### config.mk
export PLATFORM = sky130hd
export DESIGN_NAME = irfs_align_div
export DESIGN_NICKNAME = d
export VERILOG_FILES = /design/src/sv/assert_macros.svh /design/src/sv/irfs_pkg.sv /design/src/sv/irfs_align_div.sv
export SDC_FILE = /design/constraint.sdc
export NUM_CORES = 1
export LEC_CHECK = 0
export BUFFER_PORTS_ARGS = -buffer_cell sky130_fd_sc_hd__buf_2
export CAP_MARGIN = 0
export CORE_UTILIZATION = 30
export CTS_CLUSTER_SIZE = 25
export DETAILED_ROUTE_END_ITERATION = 12
export PLACE_DENSITY = 0.57
export SYNTH_ARGS = -nofsm -noshare
export SYNTH_HDL_FRONTEND = slang
export SYNTH_SLANG_ARGS = --single-unit
### constraint.sdc
create_clock -name i_clk -period 4.5 [get_ports i_clk]
set_clock_uncertainty 0.1 [all_clocks]
set_input_delay 0.45 -clock i_clk [delete_from_list [all_inputs] [get_ports i_clk]]
set_output_delay 0.45 -clock i_clk [all_outputs]
set_load 0.02 [all_outputs]
### src/sv/assert_macros.svh
// ---------------------------------------------------------------------------
// assert_macros.svh
// Concurrent assertion helpers; empty under synthesis.
// ---------------------------------------------------------------------------
`ifndef ASSERT_MACROS_SVH
`define ASSERT_MACROS_SVH
`ifndef SYNTHESIS
`define ASSERT_CLK(label, clk, rst_n, prop, msg) \
    label: assert property (@(posedge clk) disable iff (!rst_n) prop) else $error(msg);
`define ASSERT_CLK_ALWAYS(label, clk, prop, msg) \
    label: assert property (@(posedge clk) prop) else $error(msg);
`else
`define ASSERT_CLK(label, clk, rst_n, prop, msg)
`define ASSERT_CLK_ALWAYS(label, clk, prop, msg)
`endif
`endif

### src/sv/irfs_pkg.sv
// ---------------------------------------------------------------------------
// irfs_pkg
// Shared types and constants for the image RVA to file span translator.
// ---------------------------------------------------------------------------
package irfs_pkg;

    localparam int MaxSections = 16;
    localparam int IdxW        = $clog2(MaxSections);
    localparam int CntW        = $clog2(MaxSections + 1);

    // configuration register indexes
    localparam logic [1:0] CFG_ALIGN   = 2'd0;
    localparam logic [1:0] CFG_HEADER  = 2'd1;
    localparam logic [1:0] CFG_FILESZ  = 2'd2;
    localparam logic [1:0] CFG_NSECT   = 2'd3;

    localparam logic REQ_LOAD    = 1'b0;
    localparam logic REQ_RESOLVE = 1'b1;

    typedef struct packed {
        logic        req_type;
        logic [3:0]  entry_index;
        logic [63:0] sect_virt_base;
        logic [63:0] sect_virt_length;
        logic [63:0] sect_raw_start;
        logic [63:0] sect_raw_length;
        logic [63:0] query_address;
    } t_req;

    typedef struct packed {
        logic        span_found;
        logic        backing_kind;
        logic [63:0] span_length;
        logic [63:0] file_position;
        logic [4:0]  region_number;
    } t_rsp;

    // divider handshake
    typedef struct packed {
        logic        start;
        logic [63:0] dividend;
        logic [31:0] divisor;
    } t_div_req;

    typedef struct packed {
        logic        done;
        logic [63:0] rounded;
    } t_div_rsp;

endpackage

### src/sv/irfs_align_div.sv
// ---------------------------------------------------------------------------
// irfs_align_div
// Bit-serial restoring divider: rounds a 64-bit value down to a multiple of
// a nonzero 32-bit divisor (value - value % divisor). Done is raised once
// the last quotient bit has been shifted in.
// ---------------------------------------------------------------------------
module irfs_align_div (
    input  logic                i_clk,
    input  logic                i_rst_n,
    input  irfs_pkg::t_div_req  i_req,
    output irfs_pkg::t_div_rsp  o_rsp
);
    import irfs_pkg::*;

    logic        r_busy;
    logic [6:0]  r_cnt;
    logic [63:0] r_num;
    logic [63:0] r_orig;
    logic [31:0] r_den;
    logic [32:0] r_rem;
    logic        r_done;

    logic [32:0] w_trial;
    logic [32:0] w_sub;

    assign w_trial = {r_rem[31:0], r_num[63]};
    assign w_sub   = w_trial - {1'b0, r_den};

    // control
    always_ff @(posedge i_clk) begin
        if (!i_rst_n) begin
            r_busy <= 1'b0;
            r_done <= 1'b0;
            r_cnt  <= '0;
        end else begin
            r_done <= 1'b0;
            if (i_req.start) begin
                r_busy <= 1'b1;
                r_cnt  <= 7'd0;
            end else if (r_busy) begin
                if (r_cnt == 7'd64) begin
                    r_busy <= 1'b0;
                    r_done <= 1'b1;
                end else begin
                    r_cnt <= r_cnt + 7'd1;
                end
            end
        end
    end

    // datapath: one quotient bit per cycle, remainder kept
    always_ff @(posedge i_clk) begin
        if (i_req.start) begin
            r_num  <= i_req.dividend;
            r_orig <= i_req.dividend;
            r_den  <= i_req.divisor;
            r_rem  <= '0;
        end else if (r_busy && r_cnt != 7'd64) begin
            r_num <= {r_num[62:0], 1'b0};
            if (!w_sub[32]) r_rem <= w_sub;
            else            r_rem <= w_trial;
        end
    end

    assign o_rsp.done    = r_done;
    assign o_rsp.rounded = r_orig - {31'd0, r_rem};

endmodule

### Word-level counts from Yosys, hierarchy flattened

Cells that the tools add are included.
W data, S select, Z words.

* input bits: 99
* register bits: 202
* word-level logic and storage cells: 27
* output and inout bits: 65

* bitwise operators: 3
* equality and inequality tests: 2
* add/sub/neg operators: 3
* mux-type cells: 7
* reduce and logical (&&, ||, !) cells: 5

Operators with widths (count)
* $mux W64: 2
* $sub A64 B33 Y64: 1
* $mux W33: 1
* $sub A33 B32 Y33: 1
* $add A7 B1 Y7 const B: 1
* $eq A7 B7 Y1 const B: 1
* $ne A7 B7 Y1 const B: 1
* $mux W1: 4
* $not A1 Y1: 3
* $reduce_or A3 Y1: 1
* $reduce_and A2 Y1: 1
* $reduce_bool A2 Y1: 1
* $reduce_or A2 Y1: 1
* $logic_and A1 B1 Y1: 1

### Depth between registers and ports, before layout

* depth in word-level cells: 4
* depth in mapped cells: 18
* gate-level depth less buffers: 16

### Worst setup path after synthesis

OpenSTA, ideal clock, no wires.

* kind: register to register
* start point: reg r_num[63]
* end point: reg r_rem[31]
* stages on the path, launching flop included: 18
* arrival time: 3.628 ns
* setup time: 0.095 ns
* slack: 0.676 ns
* clock period less this slack: 3.824 ns
* buffers on the path: 2
* data required time: 4.305 ns
* cells stage by stage: edfxtp_1 > inv_1 > ha_1 > fa_1 > nor2b_1 > o21ai_1 > nand2b_1 > a21o_1 > a221o_1 > a221o_1 > a221o_1 > o21ai_2 > a21oi_1 > ha_1 > clkbuf_1 > buf_1 > o21ai_0 > a221oi_1

* longest elaborated chain between the ends: 2

Ends and longest elaborated chain
* start, declared: RTL line irfs_align_div.sv:17 `logic [63:0] r_num;`
* start signal, assigned: RTL line irfs_align_div.sv:54 `r_num <= i_req.dividend;`
* start signal, assigned: RTL line irfs_align_div.sv:59 `r_num <= {r_num[62:0], 1'b0};`
* $sub A33 B32 Y33: RTL line irfs_align_div.sv:27 `assign w_sub = w_trial - {1'b0, r_den};`
* $mux W33: RTL line irfs_align_div.sv:60 `if (!w_sub[32]) r_rem <= w_sub;`
* end signal, assigned: RTL line irfs_align_div.sv:60
* end signal, assigned: RTL line irfs_align_div.sv:61 `else r_rem <= w_trial;`
* end, declared: RTL line irfs_align_div.sv:20 `logic [32:0] r_rem;`

Every way passes these cells.
A chain may end at the register's enable or synchronous reset.

==> out/summary.txt <==
CP cell instances -> inv_1 -> ha_1 -> or3_1 -> o221a_2 -> o211ai_1 -> a311oi_1 -> o21a_1 -> nor3_4 -> nand4_1 -> nor4_2 -> xor2_1 -> buf_2
crit path DAT -> 3830 ps
number of buffers on the longest clock path -> 3
CTS H-tree lvls -> 1
num rows -> 72
Max Cap Viol -> 0
number of synthesized flops with an enable pin -> 160
post-synth cell types -> 72
synthesized netlist cell count -> 1098
Clk Latency, worst-skew pair -> 520 ps
CP Data Required Time -> 3950 ps
final core utilization -> 37.0%
footprint of the multi-input gates -> 0.00575 mm^2
final hold vios -> 0
unrepaired setup endpoints after global routing -> true
Area growth, synth to finish -> 21.5%
Nets -> 1443
R2R cell count -> 16
Largest stage delay, worst path -> 390 ps
Clock Sinks -> 202
Seq/Total Area, Yosys -> 48.1%
post-route cell area -> 0.0142 mm^2
Hold Crit Start -> i_req[24]
CP max stage cell -> or3_1
die area -> 0.0399 mm^2
Min-Delay Path Depth -> 1
CP Capture Type -> output pin
R2R Path Start -> r_num[63]$_DFFE_PP_
Pwr Total -> 5.88 mW
layout cells sized above 1 -> 24.5%
crit path max fanout -> 5
CTS clk-pin slew, worst paths -> 60 ps
1st-pass router iterations -> 5
commonest non-fill, non-tap cells in the layout -> edfxtp_1, buf_2, inv_1
Slew HR -> 38.9%
Hold Crit Endpoint -> r_den[24]$_DFFE_PP_
drt wl/cell -> 17.3 um
non-filler cells, final -> 1810
Slew Viols, Final -> 0
antenna violations before repair -> 2
Yosys reg bits -> 202
Die Width -> 200 um
crit start category -> flop
Placed Cells -> 1748
post-synthesis average cell area -> 10.7 um^2
top cells by area, synth -> edfxtp_1, ha_1, dfxtp_1
Post-Syn Area -> 0.0117 mm^2
CTS tree -> built
Total Routed Length -> 31300 um
Async SR Flop Fraction -> 0%
Slew @ Worst Pin -> 908 ps
fin crit period -> 4380 ps
outcome -> finished, final reports clean
Root Driver -> clkbuf_16
Starting DRT DRC Count -> 427
areal power density over the cells -> 413 mW/mm^2
Top delay family on crit path -> simple AND/OR/NAND/NOR gates
final setup fails -> 0
synth warn -> 0
IO Pins -> 164
vias in the first global route -> 8581
Sequential Area -> 0.00565 mm^2
Period Utilization, post-route -> 97.4%
detailed placer's ending HPWL -> 23700 um
dominant synthesized flop cell -> edfxtp_1
Routed Antenna Nets -> 0
worst setup path class -> flop to output pin
gpl congestion -> 0.921
first-pass GRT wire length -> 48200 um
Worst Hold Class -> input pin to flop
most common cell after layout, fill and taps aside -> edfxtp_1
GRT Residual Overflow -> 0
vias -> 8814
post-synth top area share -> 41.0%
Core Box Area -> 0.0386 mm^2
R2R Path End -> r_rem[29]$_SDFFE_PP0P_
Global Route Usage Sum -> 15.5%
fmax -> 228 MHz
initial core utilization -> 30.4%
IO buf count -> 163
vias per cell -> 4.87
syn nets -> 1267
pin count of the biggest net entering global routing -> 106
number of fill cells -> 3918
Placement Cell Area -> 0.0132 mm^2
R2R Setup Slk -> 460 ps
Max VDD drop -> 0.222 mV
cell taking the most area after synthesis -> edfxtp_1
Lkg Pwr -> 5.59 nW
Die Height -> 200 um
Worst Path Buf+Inv -> 2
drt drc -> 0
CTS Buf Count -> 23
## timing repair
item	4_1_cts	5_1_grt
pin swaps	1	11
endpoints found under the setup margin	6	22
endpoints found under the hold margin	14	0
resized for setup	4	33
hold buffers	14	0
buffers inserted	0	5
## layout make-up
cell class | instances | share of cell area, %
clock inverter | 4 | 0.342
inverter | 88 | 2.32
sequential | 202 | 39.6
clock buffer | 38 | 4.86
multi-input combinational | 767 | 40.4
tap | 518 | 4.55
antenna | 1 | 0.0176
timing repair buffer | 192 | 7.90
## cells by family (layout without fill, tap and decap cells)
group / Yosys count / after routing / synth area share [%]
compound gates: 252 / 252 / 14.5
xor+xnor: 89 / 89 / 6.65
fa+ha+maj: 70 / 70 / 7.60
buf+inv: 129 / 322 / 4.18
flops: 202 / 202 / 48.1
mux: 80 / 80 / 7.50
other cells: 0 / 1 / 0
simple gates: 276 / 276 / 11.5
## sequential cells by signal, summed over array words and instances (netlist names)
signal  flops
r_num      64
r_orig     64
r_rem      33
r_den      32
r_cnt       7
r_busy      1
r_done      1
## stage by stage
stage | setup TNS (ps) | worst slack, ps | hold slack [ps]
2_1_floorplan | 0 | 676 | 336
3_3_place_gp | 0 | 499 | 346
3_5_place_dp | 0 | 464 | 353
4_1_cts | 0 | 5.41 | 0.512
5_1_grt | -150 | -118 | 5.06
6_report | 0 | 117 | 19.3
## how the worst max path moves through the flow
stage                           start                endpoint  slack (ps)  depth (start not counted)
2_1_floorplan     r_num[63]$_DFFE_PP_  r_rem[31]$_SDFFE_PP0P_         680                         17
3_3_place_gp    r_rem[2]$_SDFFE_PP0P_               o_rsp[24]         500                         13
3_5_place_dp      r_num[63]$_DFFE_PP_  r_rem[29]$_SDFFE_PP0P_         460                         16
4_1_cts         r_rem[0]$_SDFFE_PP0P_               o_rsp[62]           5                         13
5_1_grt        r_rem[18]$_SDFFE_PP0P_               o_rsp[63]        -120                         13
6_report        r_rem[4]$_SDFFE_PP0P_               o_rsp[63]         120                         12
## routing by layer
| layer | vias to the layer above | track usage [%] | wire length [um] |
|---|---|---|---|
| li1 | 4372 | - | - |
| met1 | 4228 | 22.7 | 15500 |
| met2 | 166 | 23.6 | 13900 |
| met3 | 46 | 2.24 | 1240 |
| met4 | 2 | 4.50 | 692 |
| met5 | - | 0 | 11 |
## cells in the mapped netlist (8+ instances only)
cell type,number
xor2_1,43
and2_1,9
o21a_1,10
a21o_1,27
ha_1,68
clkbuf_1,32
nor2b_1,9
o21ai_0,33
nor2_1,86
nand3_1,18
or3_1,10
a21oi_1,80
nor4_1,8
mux2_2,63
nor3_1,25
nand2b_1,13
edfxtp_1,160
a211oi_1,28
dfxtp_1,42
inv_1,88
mux2i_1,17
xnor2_1,46
o21bai_1,9
nand2_1,68
## where the power goes
part	internal (mW)	leakage [nW]	total (mW)	switching (mW)
Clock	1.11	0.363	1.86	0.756
Sequential	2.21	1.93	2.31	0.0996
Combinational	0.669	3.30	1.71	1.04
Total	3.98	5.59	5.88	1.90
Power figures use the tool's default switching activity.
